[src/rtl/clac_pkg.sv]
// Card locker access controller: shared widths, codes and helper functions.
// No dependencies; used by the core and the port checker.
`timescale 1ns / 1ps

package clac_pkg;

    localparam int KIND_W  = 2;
    localparam int UID_W   = 56;
    localparam int LEN_W   = 3;
    localparam int EIDX_W  = 4;
    localparam int MASK_W  = 16;
    localparam int TICKS_W = 16;
    localparam int EVT_W   = 2;
    localparam int LIDX_W  = 4;

    localparam int LOCKERS_DEF   = 16;
    localparam int UID_BYTES_DEF = 7;

    localparam logic [TICKS_W-1:0] OPEN_TICKS_RST = 16'd3000;

    localparam logic [KIND_W-1:0] KIND_TICK  = 2'd0;
    localparam logic [KIND_W-1:0] KIND_POLL  = 2'd1;
    localparam logic [KIND_W-1:0] KIND_WRITE = 2'd2;

    localparam logic [EVT_W-1:0] EVT_NONE   = 2'd0;
    localparam logic [EVT_W-1:0] EVT_ARRIVE = 2'd1;
    localparam logic [EVT_W-1:0] EVT_REMOVE = 2'd2;

    // Mask covering the low n bytes of an identifier.
    function automatic logic [UID_W-1:0] byte_mask(input logic [3:0] n);
        logic [UID_W-1:0] m;
        m = '0;
        for (int b = 0; b < UID_W / 8; b++) begin
            if (4'(b) < n) begin
                m[b*8 +: 8] = 8'hFF;
            end
        end
        return m;
    endfunction

endpackage

[src/rtl/clac_ram.sv]
// Generic simple dual-port RAM: one write port, one read port, registered read.
// No dependencies.
`timescale 1ns / 1ps

module clac_ram #(
    parameter int WIDTH = 8,
    parameter int DEPTH = 16,
    localparam int AW   = (DEPTH > 1) ? $clog2(DEPTH) : 1
) (
    input  logic             i_clk,
    input  logic             i_we,
    input  logic [AW-1:0]    i_waddr,
    input  logic [WIDTH-1:0] i_wdata,
    input  logic [AW-1:0]    i_raddr,
    output logic [WIDTH-1:0] o_rdata
);

    logic [WIDTH-1:0] r_mem [DEPTH];
    logic [WIDTH-1:0] r_rdata;

    always_ff @(posedge i_clk) begin
        if (i_we) begin
            r_mem[i_waddr] <= i_wdata;
        end
        r_rdata <= r_mem[i_raddr];
    end

    assign o_rdata = r_rdata;

endmodule

[src/rtl/card_locker_access_controller_core.sv]
// Card locker access controller core: identifier table and countdowns in RAM,
// valid and relay bits in flops, scanned by a small sequencer.
// Depends on clac_pkg and clac_ram.
// Flow: table writes, unused kinds and polls without a new card go from idle straight
//   to done; an arriving card or a tick first scans the entries (one RAM read per entry).
// One item at a time: the next item is taken once the result is queued.
// Reset (synchronous, active low): clears valid bits, relays, presence and the
//   output valid flag; open_ticks returns to 3000. RAM contents are not cleared.
`timescale 1ns / 1ps

module card_locker_access_controller_core #(
    parameter int LOCKERS   = clac_pkg::LOCKERS_DEF,
    parameter int UID_BYTES = clac_pkg::UID_BYTES_DEF
) (
    input  logic                         i_clk,
    input  logic                         i_rst_n,

    input  logic                         i_cfg_we,
    input  logic [clac_pkg::TICKS_W-1:0] i_cfg_wdata,

    input  logic                         i_in_valid,
    output logic                         o_in_stall,
    input  logic [clac_pkg::KIND_W-1:0]  i_kind,
    input  logic                         i_card_present,
    input  logic [clac_pkg::UID_W-1:0]   i_card_uid,
    input  logic [clac_pkg::LEN_W-1:0]   i_uid_length,
    input  logic [clac_pkg::EIDX_W-1:0]  i_entry_index,
    input  logic [clac_pkg::UID_W-1:0]   i_entry_uid,

    output logic                         o_out_valid,
    input  logic                         i_out_stall,
    output logic [clac_pkg::MASK_W-1:0]  o_relay_mask,
    output logic [clac_pkg::EVT_W-1:0]   o_card_event,
    output logic                         o_matched,
    output logic [clac_pkg::LIDX_W-1:0]  o_locker_index
);

    localparam int IW = (LOCKERS > 1) ? $clog2(LOCKERS) : 1;
    localparam int CW = $clog2(LOCKERS + 1);

    typedef enum logic [1:0] {S_IDLE, S_SCAN, S_TICK, S_DONE} t_state;

    t_state                         r_state, n_state;
    logic [LOCKERS-1:0]             r_valid, n_valid;
    logic [LOCKERS-1:0]             r_relay, n_relay;
    logic                           r_was, n_was;
    logic [clac_pkg::TICKS_W-1:0]   r_open_ticks, n_open_ticks;
    logic [CW-1:0]                  r_rd_idx, n_rd_idx;
    logic                           r_cmp_vld, n_cmp_vld;
    logic [IW-1:0]                  r_cmp_idx, n_cmp_idx;
    logic [clac_pkg::UID_W-1:0]     r_uid, n_uid;
    logic [clac_pkg::UID_W-1:0]     r_mask, n_mask;
    logic [clac_pkg::EVT_W-1:0]     r_evt, n_evt;
    logic                           r_hit, n_hit;
    logic [IW-1:0]                  r_hit_idx, n_hit_idx;

    logic                           r_out_vld, n_out_vld;
    logic [clac_pkg::MASK_W-1:0]    r_out_mask, n_out_mask;
    logic [clac_pkg::EVT_W-1:0]     r_out_evt, n_out_evt;
    logic                           r_out_hit, n_out_hit;
    logic [clac_pkg::LIDX_W-1:0]    r_out_idx, n_out_idx;

    logic                           tbl_we;
    logic [IW-1:0]                  tbl_waddr;
    logic [clac_pkg::UID_W-1:0]     tbl_wdata;
    logic [clac_pkg::UID_W-1:0]     tbl_rdata;
    logic                           cnt_we;
    logic [IW-1:0]                  cnt_waddr;
    logic [clac_pkg::TICKS_W-1:0]   cnt_wdata;
    logic [clac_pkg::TICKS_W-1:0]   cnt_rdata;
    logic [clac_pkg::TICKS_W-1:0]   cnt_dec;
    logic [IW-1:0]                  rd_addr;
    logic [3:0]                     len_c;
    logic                           uid_match;
    logic [clac_pkg::MASK_W-1:0]    relay_vis;

    assign rd_addr   = r_rd_idx[IW-1:0];
    assign len_c     = ({1'b0, i_uid_length} > 4'(UID_BYTES)) ? 4'(UID_BYTES)
                                                               : {1'b0, i_uid_length};
    assign uid_match = ((tbl_rdata ^ r_uid) & r_mask) == '0;
    assign cnt_dec   = cnt_rdata - {{(clac_pkg::TICKS_W-1){1'b0}}, (cnt_rdata != '0)};

    for (genvar g = 0; g < clac_pkg::MASK_W; g++) begin : g_vis
        if (g < LOCKERS) begin : g_on
            assign relay_vis[g] = n_relay[g];
        end else begin : g_off
            assign relay_vis[g] = 1'b0;
        end
    end

    clac_ram #(.WIDTH(clac_pkg::UID_W), .DEPTH(LOCKERS)) u_tbl (
        .i_clk   (i_clk),
        .i_we    (tbl_we),
        .i_waddr (tbl_waddr),
        .i_wdata (tbl_wdata),
        .i_raddr (rd_addr),
        .o_rdata (tbl_rdata)
    );

    clac_ram #(.WIDTH(clac_pkg::TICKS_W), .DEPTH(LOCKERS)) u_cnt (
        .i_clk   (i_clk),
        .i_we    (cnt_we),
        .i_waddr (cnt_waddr),
        .i_wdata (cnt_wdata),
        .i_raddr (rd_addr),
        .o_rdata (cnt_rdata)
    );

    always_comb begin
        n_state      = r_state;
        n_valid      = r_valid;
        n_relay      = r_relay;
        n_was        = r_was;
        n_open_ticks = i_cfg_we ? i_cfg_wdata : r_open_ticks;
        n_rd_idx     = r_rd_idx;
        n_cmp_vld    = r_cmp_vld;
        n_cmp_idx    = r_cmp_idx;
        n_uid        = r_uid;
        n_mask       = r_mask;
        n_evt        = r_evt;
        n_hit        = r_hit;
        n_hit_idx    = r_hit_idx;
        n_out_vld    = r_out_vld;
        n_out_mask   = r_out_mask;
        n_out_evt    = r_out_evt;
        n_out_hit    = r_out_hit;
        n_out_idx    = r_out_idx;
        tbl_we       = 1'b0;
        tbl_waddr    = IW'(i_entry_index);
        tbl_wdata    = i_entry_uid & clac_pkg::byte_mask(4'(UID_BYTES));
        cnt_we       = 1'b0;
        cnt_waddr    = r_cmp_idx;
        cnt_wdata    = r_open_ticks;

        if (r_out_vld && !i_out_stall) begin
            n_out_vld = 1'b0;
        end

        case (r_state)
            S_IDLE: begin
                if (i_in_valid) begin
                    n_evt     = clac_pkg::EVT_NONE;
                    n_hit     = 1'b0;
                    n_hit_idx = '0;
                    n_rd_idx  = '0;
                    n_cmp_vld = 1'b0;
                    n_state   = S_DONE;
                    case (i_kind)
                        clac_pkg::KIND_TICK: begin
                            n_state = S_TICK;
                        end
                        clac_pkg::KIND_POLL: begin
                            n_was = i_card_present;
                            if (i_card_present && !r_was) begin
                                n_evt   = clac_pkg::EVT_ARRIVE;
                                n_uid   = i_card_uid;
                                n_mask  = clac_pkg::byte_mask(len_c);
                                n_state = S_SCAN;
                            end else if (!i_card_present && r_was) begin
                                n_evt = clac_pkg::EVT_REMOVE;
                            end
                        end
                        clac_pkg::KIND_WRITE: begin
                            if (int'(i_entry_index) < LOCKERS) begin
                                tbl_we                = 1'b1;
                                n_valid[tbl_waddr]    = 1'b1;
                            end
                        end
                        default: begin
                        end
                    endcase
                end
            end
            S_SCAN, S_TICK: begin
                if (r_rd_idx < CW'(LOCKERS)) begin
                    n_rd_idx  = r_rd_idx + CW'(1);
                    n_cmp_vld = 1'b1;
                    n_cmp_idx = rd_addr;
                end else begin
                    n_cmp_vld = 1'b0;
                end
                if (r_cmp_vld) begin
                    if (r_cmp_idx == IW'(LOCKERS - 1)) begin
                        n_state = S_DONE;
                    end
                    if (r_state == S_SCAN) begin
                        if (r_valid[r_cmp_idx] && uid_match) begin
                            n_hit              = 1'b1;
                            n_hit_idx          = r_cmp_idx;
                            cnt_we             = 1'b1;
                            n_relay[r_cmp_idx] = 1'b1;
                            n_state            = S_DONE;
                        end
                    end else if (r_relay[r_cmp_idx]) begin
                        cnt_we    = 1'b1;
                        cnt_wdata = cnt_dec;
                        if (cnt_dec == '0) begin
                            n_relay[r_cmp_idx] = 1'b0;
                        end
                    end
                end
            end
            S_DONE: begin
                if (!r_out_vld || !i_out_stall) begin
                    n_out_vld  = 1'b1;
                    n_out_mask = relay_vis;
                    n_out_evt  = r_evt;
                    n_out_hit  = r_hit;
                    n_out_idx  = r_hit ? clac_pkg::LIDX_W'(r_hit_idx) : '0;
                    n_state    = S_IDLE;
                end
            end
            default: begin
                n_state = S_IDLE;
            end
        endcase
    end

    always_ff @(posedge i_clk) begin
        if (!i_rst_n) begin
            r_state      <= S_IDLE;
            r_valid      <= '0;
            r_relay      <= '0;
            r_was        <= 1'b0;
            r_open_ticks <= clac_pkg::OPEN_TICKS_RST;
            r_cmp_vld    <= 1'b0;
            r_out_vld    <= 1'b0;
        end else begin
            r_state      <= n_state;
            r_valid      <= n_valid;
            r_relay      <= n_relay;
            r_was        <= n_was;
            r_open_ticks <= n_open_ticks;
            r_cmp_vld    <= n_cmp_vld;
            r_out_vld    <= n_out_vld;
        end
        r_rd_idx   <= n_rd_idx;
        r_cmp_idx  <= n_cmp_idx;
        r_uid      <= n_uid;
        r_mask     <= n_mask;
        r_evt      <= n_evt;
        r_hit      <= n_hit;
        r_hit_idx  <= n_hit_idx;
        r_out_mask <= n_out_mask;
        r_out_evt  <= n_out_evt;
        r_out_hit  <= n_out_hit;
        r_out_idx  <= n_out_idx;
    end

    assign o_in_stall     = (r_state != S_IDLE);
    assign o_out_valid    = r_out_vld;
    assign o_relay_mask   = r_out_mask;
    assign o_card_event   = r_out_evt;
    assign o_matched      = r_out_hit;
    assign o_locker_index = r_out_idx;

endmodule

[config.mk]
export PLATFORM = sky130hd
export DESIGN_NAME = card_locker_access_controller_core
export DESIGN_NICKNAME = d
export VERILOG_FILES = /design/src/rtl/clac_pkg.sv /design/src/rtl/clac_ram.sv /design/src/rtl/card_locker_access_controller_core.sv
export SDC_FILE = /design/constraint.sdc
export NUM_CORES = 1
export LEC_CHECK = 0
export BUFFER_PORTS_ARGS = -buffer_cell sky130_fd_sc_hd__buf_4
export CELL_PAD_IN_SITES_DETAIL_PLACEMENT = 2
export CELL_PAD_IN_SITES_GLOBAL_PLACEMENT = 2
export CORE_UTILIZATION = 44
export CTS_CLUSTER_DIAMETER = 30
export DETAILED_ROUTE_END_ITERATION = 12
export PLACE_DENSITY = 0.83
export SYNTH_ARGS = -nofsm -noshare
export SYNTH_HDL_FRONTEND = slang
export SYNTH_HIERARCHICAL = 1
export SYNTH_SLANG_ARGS = --single-unit
[constraint.sdc]
create_clock -name i_clk -period 5.99 [get_ports i_clk]
set_input_delay 0.2995 -clock i_clk [delete_from_list [all_inputs] [get_ports i_clk]]
set_output_delay 0.2995 -clock i_clk [all_outputs]
set_load 0.005 [all_outputs]
==> impl_metrics.yaml, run 1 <==
status:
  outcome: "complete, but fails checks"
  violated_checks: "capacitance limit, slew limit"
synthesis:
  synth_top_cell_area_share_pct: 72.7
  avgSynthCellArea_sq_um: 21.0
  synth_enable_flop_cells: 1254
  yosys_register_bits: 1379
  synth_cells: 2471
  netlist_area_sq_um: 51800
  yosys_warnings: 6
  synth.net_count: 2622
  most_used_flip_flop_cell_after_synthesis: "sky130_fd_sc_hd__edfxtp_1"
  synthDistinctLibCells: 64
  netlist_top_cells_area: "sky130_fd_sc_hd__edfxtp_1, sky130_fd_sc_hd__mux4_2, sky130_fd_sc_hd__dfxtp_1"
  synth_async_sr_flop_share_pct: 0
  yosys.area.top_type: "sky130_fd_sc_hd__edfxtp_1"
  synth_seq_area_share_pct: 77.5
setup_path:
  worst-r2r-setup-slack_ns: 0.08
  cell_family_contributing_the_most_delay_on_the_critical_path: "simple AND/OR/NAND/NOR gates"
  startpoint: "r_uid[32]$_DFFE_PP_"
  path_depth: 9
  path_max_fanout: 9
  regToRegStartpoint: "r_uid[32]$_DFFE_PP_"
  critical_path.startpoint_type: "flop"
  timing.critical_path.slowest_stage_cell: "sky130_fd_sc_hd__o21ai_0"
  crit_path_max_incr_delay_ns: 1.31
  worstPathCellList: "xnor2_1 > nand4_1 > o21ai_0 > nand4_1 > or3_1 > o21ai_0 > nand3b_1 > nor3_4 > buf_8"
  critical_path_required_ns: 6.54
  critical_path_class: "reg2reg"
  setup.worst_path.end: "u_cnt/r_mem[4][2]$_DFFE_PP_"
  critPathCaptureType: "flop"
  worst-path-buf-inv: 1
  critical_path_arrival_ns: 6.46
  reg2reg_to: "u_cnt/r_mem[4][2]$_DFFE_PP_"
  worst_r2r_path_depth: 9
clocking:
  cts_resized: 0
  post_cts_setup_buffers: 0
  clock_sink_count: 1379
  clk-insertion-delay-late_ns: 0.96
  h_tree_depth: 5
  clk_path_buf_depth: 4
  clk_pin_slew_ns: 0.08
  root_buffer: "sky130_fd_sc_hd__clkbuf_16"
  cts_inserted_buffers: 291
  cts_tree: "yes"
timing:
  rsz0062_at_grt: "no"
  final_critical_path_setup_slack_ns: 0.0842
  final_cycle_share_pct: 98.6
  fin_setup_tns_ns: 0
  worst_slew_margin_rel_pct: -4.64
  timing_worst_slew_pin_value_ns: 1.55
  report.final.hold_viol_count: 0
  report.final.setup_viol: 0
  timing.final.max_slew_violations: 19
  min_cycle_time_layout_ns: 5.91
  clock-skew-final_ns: 0.153
  max_freq_mhz: 169
floorplanning:
  core_area_sq_um: 117000
  die_width_um: 345
  ports_placed_on_the_boundary: 168
  initial_utilization_pct: 44.5
  fp-row-count: 125
  die_area_sq_um: 119000
  die_h_um: 345
place:
  io_buffers: 167
  place.detailed.hpwl_um: 97100
  post-place-cells: 4112
  placed_cell_area_sq_um: 55100
  gp_routability_congestion: 0.808
  placement.setup.worst_slack_ns: 0.914
route:
  detail_route.first_pass.iterations: 6
  vias_per_cell: 7.30
  finalWirelength_um: 258000
  vias: 35100
  wire_per_inst_um: 53.6
  remaining_drcs: 0
  drtIter0Drc: 6962
  drtAntennaViolNets: 0
job:
  drv_cap: 2
pwr:
  pwr-share-comb_pct: 19.5
  power.sequential.fraction_pct: 31.5
  cellPowerDensity_nw_per_um2: 553
  p_sw_share_pct: 33.8
  total_power_uw: 36800
  power.share.clock_pct: 49.1
  peakVddDrop_uv: 406
  total_leakage_power_uw: 0.0223
  power.net_switching_uw: 12400
  p_int_uw: 24400
global_route:
  first_global_vias: 34100
  antenna_violations_before_repair: 28
  grt_start_max_net_pins: 145
  grt_overflow_total: 0
  grt.met3_usage_pct: 8.78
  gr-usage-met2_pct: 63.9
  grt_first_pass_wirelength_um: 314000
  globalRouteMet1Util_pct: 48.1
  grtUsageTotal_pct: 39.0
  gr_busiest_metal: "met2"
finish:
  multiInputGateArea_sq_um: 11100
  areaGrowthSynthToFinish_pct: 28.6
  post-route-cell-area_sq_um: 66600
  nFillCells: 9367
  layout.nets: 3202
  storage_cell_area_sq_um: 40200
  post_route_cells_drive_above_1_share_pct: 31.7
  finalNonFillerCells: 4814
worst_hold_path:
  hp-class: "in2reg"
## layer usage
| metal | up-vias | share of wire (%) |
|---|---|---|
| li1 | 11500 | - |
| met5 | - | 0.046 |
| met3 | 1169 | 12 |
| met1 | 18300 | 32 |
| met2 | 4078 | 47 |
| met4 | 18 | 8.4 |
## logic make-up after synthesis
kind of cell    after synthesis  synth area share, %
compound gates              247                 3.42
fa+ha+maj                     8                0.193
xor+xnor                     73                 1.23
buf+inv                     140                 1.42
flops                      1379                 77.5
simple gates                306                 2.87
mux                         318                 13.3
## area by class of cell
type | instances | share of cell area, %
multi-input cells | 952 | 16.7
clock inverters | 179 | 3.25
diodes | 21 | 0.0789
inverters | 14 | 0.0789
flip-flops and latches | 1379 | 60.3
repair buffers | 413 | 5.42
well taps | 1524 | 2.86
clock buffers | 332 | 11.3
## flip-flops by register name, summed over array words and instances, names as in the netlist
name            count
cnt_waddr           4
o_card_event        2
o_locker_index      4
o_matched           1
o_out_valid         1
o_relay_mask       16
r_cmp_vld           1
r_evt               2
r_hit               1
r_hit_idx           4
r_mask              7
r_open_ticks       16
r_rd_idx            5
r_relay            16
r_state             2
r_uid              56
r_valid            16
r_was               1
u_cnt/o_rdata      16
u_cnt/r_mem       256
u_tbl/o_rdata      56
u_tbl/r_mem       896
## placed cells by master, fill, tap and decap left out, drive strengths merged, types with 7 or more instances in the layout
cell type,synthesis,final
a21oi,7,7
nor4,9,9
a31oi,29,29
clkinvlp,0,32
nor2b,8,8
dlygate4sd3,0,167
bufinv,0,36
mux2i,19,19
xor2,10,10
nand3,11,11
dfxtp,125,125
o21a,9,9
nor3,19,19
diode,0,21
a311oi,12,12
mux4,294,294
clkinv,1,78
a22oi,145,145
clkbuf,73,332
nand4,16,16
edfxtp,1254,1254
nand2,107,107
and2,19,19
nor2,78,78
xnor2,63,63
ha,8,8
o21ai,24,24
buf,53,246
inv,13,47
## worst min-delay path by stage
stage                                 from                   endpoint  slack [ns]  cells past startpoint
finish                           i_kind[0]    r_state[0]$_SDFFE_PN0P_        0.04                      4
global placement    r_evt[1]$_SDFFCE_PN0P_  o_card_event[1]$_DFFE_PP_        0.41                      0
detailed placement  r_evt[1]$_SDFFCE_PN0P_  o_card_event[1]$_DFFE_PP_        0.42                      0
CTS                              i_kind[0]    r_state[0]$_SDFFE_PN0P_        0.02                      4
floorplan                  i_uid_length[2]       r_mask[31]$_DFFE_PP_        0.40                      0
global route                     i_kind[0]    r_state[0]$_SDFFE_PN0P_        0.04                      4
## timing repair
action	CTS	global route
hold endpoints to repair	1000	1
hold buffers	165	2
endpoints found under the setup margin	0	0
## power by group through the flow
stage	combinational, uW	sequential [uW]	clock, uW
6_report	7160	11600	18100
5_1_grt	7170	11600	18200
4_1_cts	6440	11500	16900
3_5_place_dp	5880	11600	0
3_3_place_gp	5440	11500	0
2_1_floorplan	4180	11400	0
## per-stage QoR
stage / hold WS, ns / util, %
after floorplan: 0.398 / -
after global placement: 0.410 / 47.3
after detailed placement: 0.420 / 47.3
after CTS: 0.0202 / 57.0
after global routing: 0.0390 / 57.1
final: 0.0411 / 57.1
## Yosys cell counts, types with 8 or more instances
library cell               number
sky130_fd_sc_hd__edfxtp_1    1254
sky130_fd_sc_hd__mux4_2       284
sky130_fd_sc_hd__a22oi_1      145
sky130_fd_sc_hd__dfxtp_1      125
sky130_fd_sc_hd__nand2_1      107
sky130_fd_sc_hd__nor2_1        78
sky130_fd_sc_hd__clkbuf_1      73
sky130_fd_sc_hd__xnor2_1       63
sky130_fd_sc_hd__a31oi_1       29
sky130_fd_sc_hd__o21ai_0       22
sky130_fd_sc_hd__buf_6         20
sky130_fd_sc_hd__and2_1        19
sky130_fd_sc_hd__buf_2         19
sky130_fd_sc_hd__mux2i_1       19
sky130_fd_sc_hd__nor3_1        18
sky130_fd_sc_hd__nand4_1       16
sky130_fd_sc_hd__inv_1         13
sky130_fd_sc_hd__a311oi_1      12
sky130_fd_sc_hd__nand3_1       11
sky130_fd_sc_hd__buf_4         10
sky130_fd_sc_hd__mux4_1        10
sky130_fd_sc_hd__xor2_1        10
sky130_fd_sc_hd__o21a_1         9
sky130_fd_sc_hd__ha_1           8
sky130_fd_sc_hd__nor2b_1        8
## tightest hold or removal path, delay by kind of cell
kind,cells,cell delay (ns)
AOI/OAI and AO/OA,2,0.27
buffers and inverters,1,0.14
and+or+nand+nor,1,0.18
Power figures use the tool's default switching activity.
==> run 2: changes to the inputs <==
--- a/config.mk
+++ b/config.mk
@@ -8,10 +8,10 @@
 export BUFFER_PORTS_ARGS = -buffer_cell sky130_fd_sc_hd__buf_4
 export CELL_PAD_IN_SITES_DETAIL_PLACEMENT = 2
 export CELL_PAD_IN_SITES_GLOBAL_PLACEMENT = 2
-export CORE_UTILIZATION = 44
+export CORE_UTILIZATION = 49
 export CTS_CLUSTER_DIAMETER = 30
 export DETAILED_ROUTE_END_ITERATION = 12
-export PLACE_DENSITY = 0.83
+export PLACE_DENSITY = 0.87
 export SYNTH_ARGS = -nofsm -noshare
 export SYNTH_HDL_FRONTEND = slang
 export SYNTH_HIERARCHICAL = 1
==> constraint.sdc (replaced) <==
create_clock -name i_clk -period 5.9 [get_ports i_clk]
set_input_delay 0.295 -clock i_clk [delete_from_list [all_inputs] [get_ports i_clk]]
set_output_delay 0.295 -clock i_clk [all_outputs]
set_load 0.005 [all_outputs]
==> run 2 against run 1 <==
- the flow now stops in clock tree synthesis
- synthesized cell count did not move
- area after synthesis did not move
==> impl_metrics.yaml, run 2 <==
status:
  outcome: "stopped before the end"
  haltStage: "clock tree synthesis"
  run.stop_error: "[ERROR DPL-0033] detailed placement checks failed during check placement."
synthesis:
  synth_commonest_cells: "sky130_fd_sc_hd__edfxtp_1, sky130_fd_sc_hd__mux4_2, sky130_fd_sc_hd__a22oi_1"
  synth_async_sr_flop_share_pct: 0
  synth_enable_flop_cells: 1254
  netlist_area_sq_um: 51800
  yosys.area.top_type: "sky130_fd_sc_hd__edfxtp_1"
  most_frequent_cell_after_synthesis: "sky130_fd_sc_hd__edfxtp_1"
  synth.net_count: 2622
  synth_seq_area_share_pct: 77.5
  most_used_flip_flop_cell_after_synthesis: "sky130_fd_sc_hd__edfxtp_1"
  synth_cells: 2471
  netlist_top_cells_area: "sky130_fd_sc_hd__edfxtp_1, sky130_fd_sc_hd__mux4_2, sky130_fd_sc_hd__dfxtp_1"
  yosys_register_bits: 1379
  avgSynthCellArea_sq_um: 21.0
  yosys_warnings: 6
  synth_top_cell_area_share_pct: 72.7
  synthDistinctLibCells: 64
clocking:
  clk_path_buf_depth: 4
  cts_inserted_buffers: 279
  cts_resized: 0
  post_cts_setup_buffers: 0
  h_tree_depth: 5
  hold_bufs_inserted_after_cts: 166
  clock_sink_count: 1379
  root_buffer: "sky130_fd_sc_hd__clkbuf_16"
floorplanning:
  initial_utilization_pct: 49.8
  die_width_um: 327
  ports_placed_on_the_boundary: 168
  die_h_um: 327
  fp-row-count: 118
place:
  place.detailed.hpwl_um: 108000
  io_buffers: 167
  gp_routability_congestion: 0.787
  post-place-cells: 3961
-- run 2: logic make-up after synthesis --
| logic type | after synthesis | synth area share [%] |
|---|---|---|
| AOI/OAI and AO/OA | 247 | 3.42 |
| xor gates and xnor gates | 73 | 1.23 |
| DFF | 1379 | 77.5 |
| buffers and inverters | 140 | 1.42 |
| and+or+nand+nor | 306 | 2.87 |
| adders and majority gates | 8 | 0.193 |
| muxes | 318 | 13.3 |
-- run 2: stage by stage --
step	setup WS, ns	instance area (sq um)
floorplan	0.337	51800
global placement	1.58	54900
detailed placement	0.767	54900
==> run 3: changes to the inputs <==
--- a/config.mk
+++ b/config.mk
@@ -6,12 +6,9 @@
 export NUM_CORES = 1
 export LEC_CHECK = 0
 export BUFFER_PORTS_ARGS = -buffer_cell sky130_fd_sc_hd__buf_4
-export CELL_PAD_IN_SITES_DETAIL_PLACEMENT = 2
-export CELL_PAD_IN_SITES_GLOBAL_PLACEMENT = 2
-export CORE_UTILIZATION = 49
-export CTS_CLUSTER_DIAMETER = 30
+export CORE_UTILIZATION = 40
 export DETAILED_ROUTE_END_ITERATION = 12
-export PLACE_DENSITY = 0.87
+export PLACE_DENSITY_LB_ADDON = 0.15
 export SYNTH_ARGS = -nofsm -noshare
 export SYNTH_HDL_FRONTEND = slang
 export SYNTH_HIERARCHICAL = 1
==> run 3 against run 2 <==
- the run now ends clean
==> impl_metrics.yaml, run 3 (synthesis results as in run 1) <==
status:
  outcome: "finished clean"
timing:
  final_cycle_share_pct: 74.7
  fin_setup_tns_ns: 0
  worst_slew_margin_rel_pct: 4.19
  max_freq_mhz: 227
  min_cycle_time_layout_ns: 4.41
  timing_worst_slew_pin_value_ns: 1.42
  report.final.hold_viol_count: 0
  clock-skew-final_ns: 0.0218
  report.final.setup_viol: 0
  rsz0062_at_grt: "no"
  timing.final.max_slew_violations: 0
  hold-worst-slack_ns: 0.248
finish:
  post_route_cells_drive_above_1_share_pct: 25.9
  layout.nets: 3055
  nFillCells: 10500
  registers.top_by_ff_count: "u_tbl/r_mem"
  multiInputGateArea_sq_um: 11100
  layout.cells.most_common: "sky130_fd_sc_hd__edfxtp_1"
  reg.largest.list: "u_tbl/r_mem (896), u_cnt/r_mem (256)"
  mostFrequentLayoutCells: "sky130_fd_sc_hd__edfxtp_1, sky130_fd_sc_hd__mux4_2, sky130_fd_sc_hd__buf_4"
  largest_register_ffs: 896
  storage_cell_area_sq_um: 40200
  areaGrowthSynthToFinish_pct: 19.8
route:
  drtAntennaViolNets: 0
  vias_per_cell: 5.40
  vias: 25700
  remaining_drcs: 0
  drtIter0Drc: 2090
  wire_per_inst_um: 26.5
  finalWirelength_um: 126000
  detail_route.first_pass.iterations: 5
setup_path:
  worst_r2r_path_depth: 12
  critical_path_required_ns: 6.41
  worst-r2r-setup-slack_ns: 1.49
  critical_path_class: "reg2reg"
  reg2reg_to: "o_relay_mask[12]$_DFFE_PP_"
  regToRegStartpoint: "u_cnt/o_rdata[1]$_DFF_P_"
  path_max_fanout: 16
  critical_path_arrival_ns: 4.91
  critPathCaptureType: "flop"
  critical_path.startpoint_type: "flop"
worst_hold_path:
  hold_depth: 2
  hp-start: "i_card_uid[28]"
  hold-path-endpoint: "r_uid[28]$_DFFE_PP_"
  hp-class: "in2reg"
clocking:
  cts_inserted_buffers: 146
  cts_tree: "yes"
  post_cts_setup_buffers: 0
  clk-insertion-delay-late_ns: 0.76
  clk_pin_slew_ns: 0.06
  clock_sink_count: 1379
  h_tree_depth: 4
  clk_path_buf_depth: 3
  root_buffer: "sky130_fd_sc_hd__clkbuf_16"
  cts_resized: 0
floorplanning:
  die_h_um: 362
  core_area_sq_um: 128000
  die_width_um: 362
  ports_placed_on_the_boundary: 168
  die_area_sq_um: 131000
  initial_utilization_pct: 40.5
  fp-row-count: 131
global_route:
  antenna_violations_before_repair: 13
  grt_overflow_total: 0
  grtUsageTotal_pct: 19.3
  grt_start_max_net_pins: 142
  grt_first_pass_wirelength_um: 183000
  first_global_vias: 26600
pwr:
  total_leakage_power_uw: 0.0200
  peakVddDrop_uv: 487
  cellPowerDensity_nw_per_um2: 427
place:
  io_buffers: 167
  gp_routability_congestion: 0.817
  place.detailed.hpwl_um: 68700
job:
  drv_cap: 0
[run 3: where the power goes]
part	total, uW	switching (uW)	internal [uW]
clock network	9060	3700	5360
logic	5920	3220	2700
registers	11500	374	11200
[run 3: how the worst max path moves through the flow]
stage,from,slack [ns],to,cells after the start
final,u_cnt/o_rdata[1]$_DFF_P_,1.49,o_relay_mask[12]$_DFFE_PP_,12
after CTS,u_cnt/o_rdata[1]$_DFF_P_,1.60,o_relay_mask[12]$_DFFE_PP_,12
after floorplan,r_state[1]$_SDFFE_PN0P_,0.34,u_tbl/r_mem[8][0]$_DFFE_PP_,8
after detailed placement,u_cnt/o_rdata[1]$_DFF_P_,1.60,o_relay_mask[12]$_DFFE_PP_,12
after global routing,u_cnt/o_rdata[1]$_DFF_P_,1.29,o_relay_mask[12]$_DFFE_PP_,12
after global placement,r_uid[45]$_DFFE_PP_,1.52,u_cnt/r_mem[0][1]$_DFFE_PP_,9
[run 3: layer usage]
layer | wire, um | vias up | share of wire, % | track usage (%)
met5 | 105 | - | 0.083 | 0
met1 | 54200 | 13700 | 43 | 26.5
met3 | 6980 | 184 | 5.5 | 3.24
met4 | 2110 | 16 | 1.7 | 4.79
li1 | - | 11100 | - | -
met2 | 62600 | 738 | 50 | 32.1
[run 3: through the flow]
stage / area [sq um] / utilization (%) / total power [uW] / setup slack [ns] / std cells
after floorplan: 51800 / - / 15800 / 0.337 / 2471
final: 62000 / 48.5 / 26500 / 1.49 / 4758
after CTS: 62000 / 48.4 / 26800 / 1.60 / 4753
after global routing: 62000 / 48.5 / 27600 / 1.29 / 4756
after detailed placement: 55500 / 43.4 / 17600 / 1.60 / 4316
after global placement: 55500 / 43.4 / 17600 / 1.52 / 4315
[run 3: final cells by class]
type / instances / share of cell area (%)
Clock inverter: 71 / 1.11
Multi-Input combinational cell: 952 / 17.9
Clock buffer: 198 / 6.60
Inverter: 14 / 0.0847
Sequential cell: 1379 / 64.7
Tap cell: 1729 / 3.49
Timing Repair Buffer: 411 / 6.11
Antenna cell: 4 / 0.0161
[run 3: critical path: stages (launching register included)]
cell	delay [ns]
sky130_fd_sc_hd__dfxtp_1	0.46
sky130_fd_sc_hd__or4_1	0.29
sky130_fd_sc_hd__nor2_1	0.09
sky130_fd_sc_hd__nand3_1	0.13
sky130_fd_sc_hd__ha_1	0.40
sky130_fd_sc_hd__or4b_2	0.62
sky130_fd_sc_hd__nor4_1	0.36
sky130_fd_sc_hd__xor2_1	0.15
sky130_fd_sc_hd__or2_2	0.36
sky130_fd_sc_hd__nor4_4	0.72
sky130_fd_sc_hd__buf_4	0.30
sky130_fd_sc_hd__nand3_1	0.10
sky130_fd_sc_hd__and2_1	0.19
[run 3: repair_timing]
action	4_1_cts	5_1_grt
endpoints found under the setup margin	0	0
endpoints found under the hold margin	1008	0
hold buffers	168	0
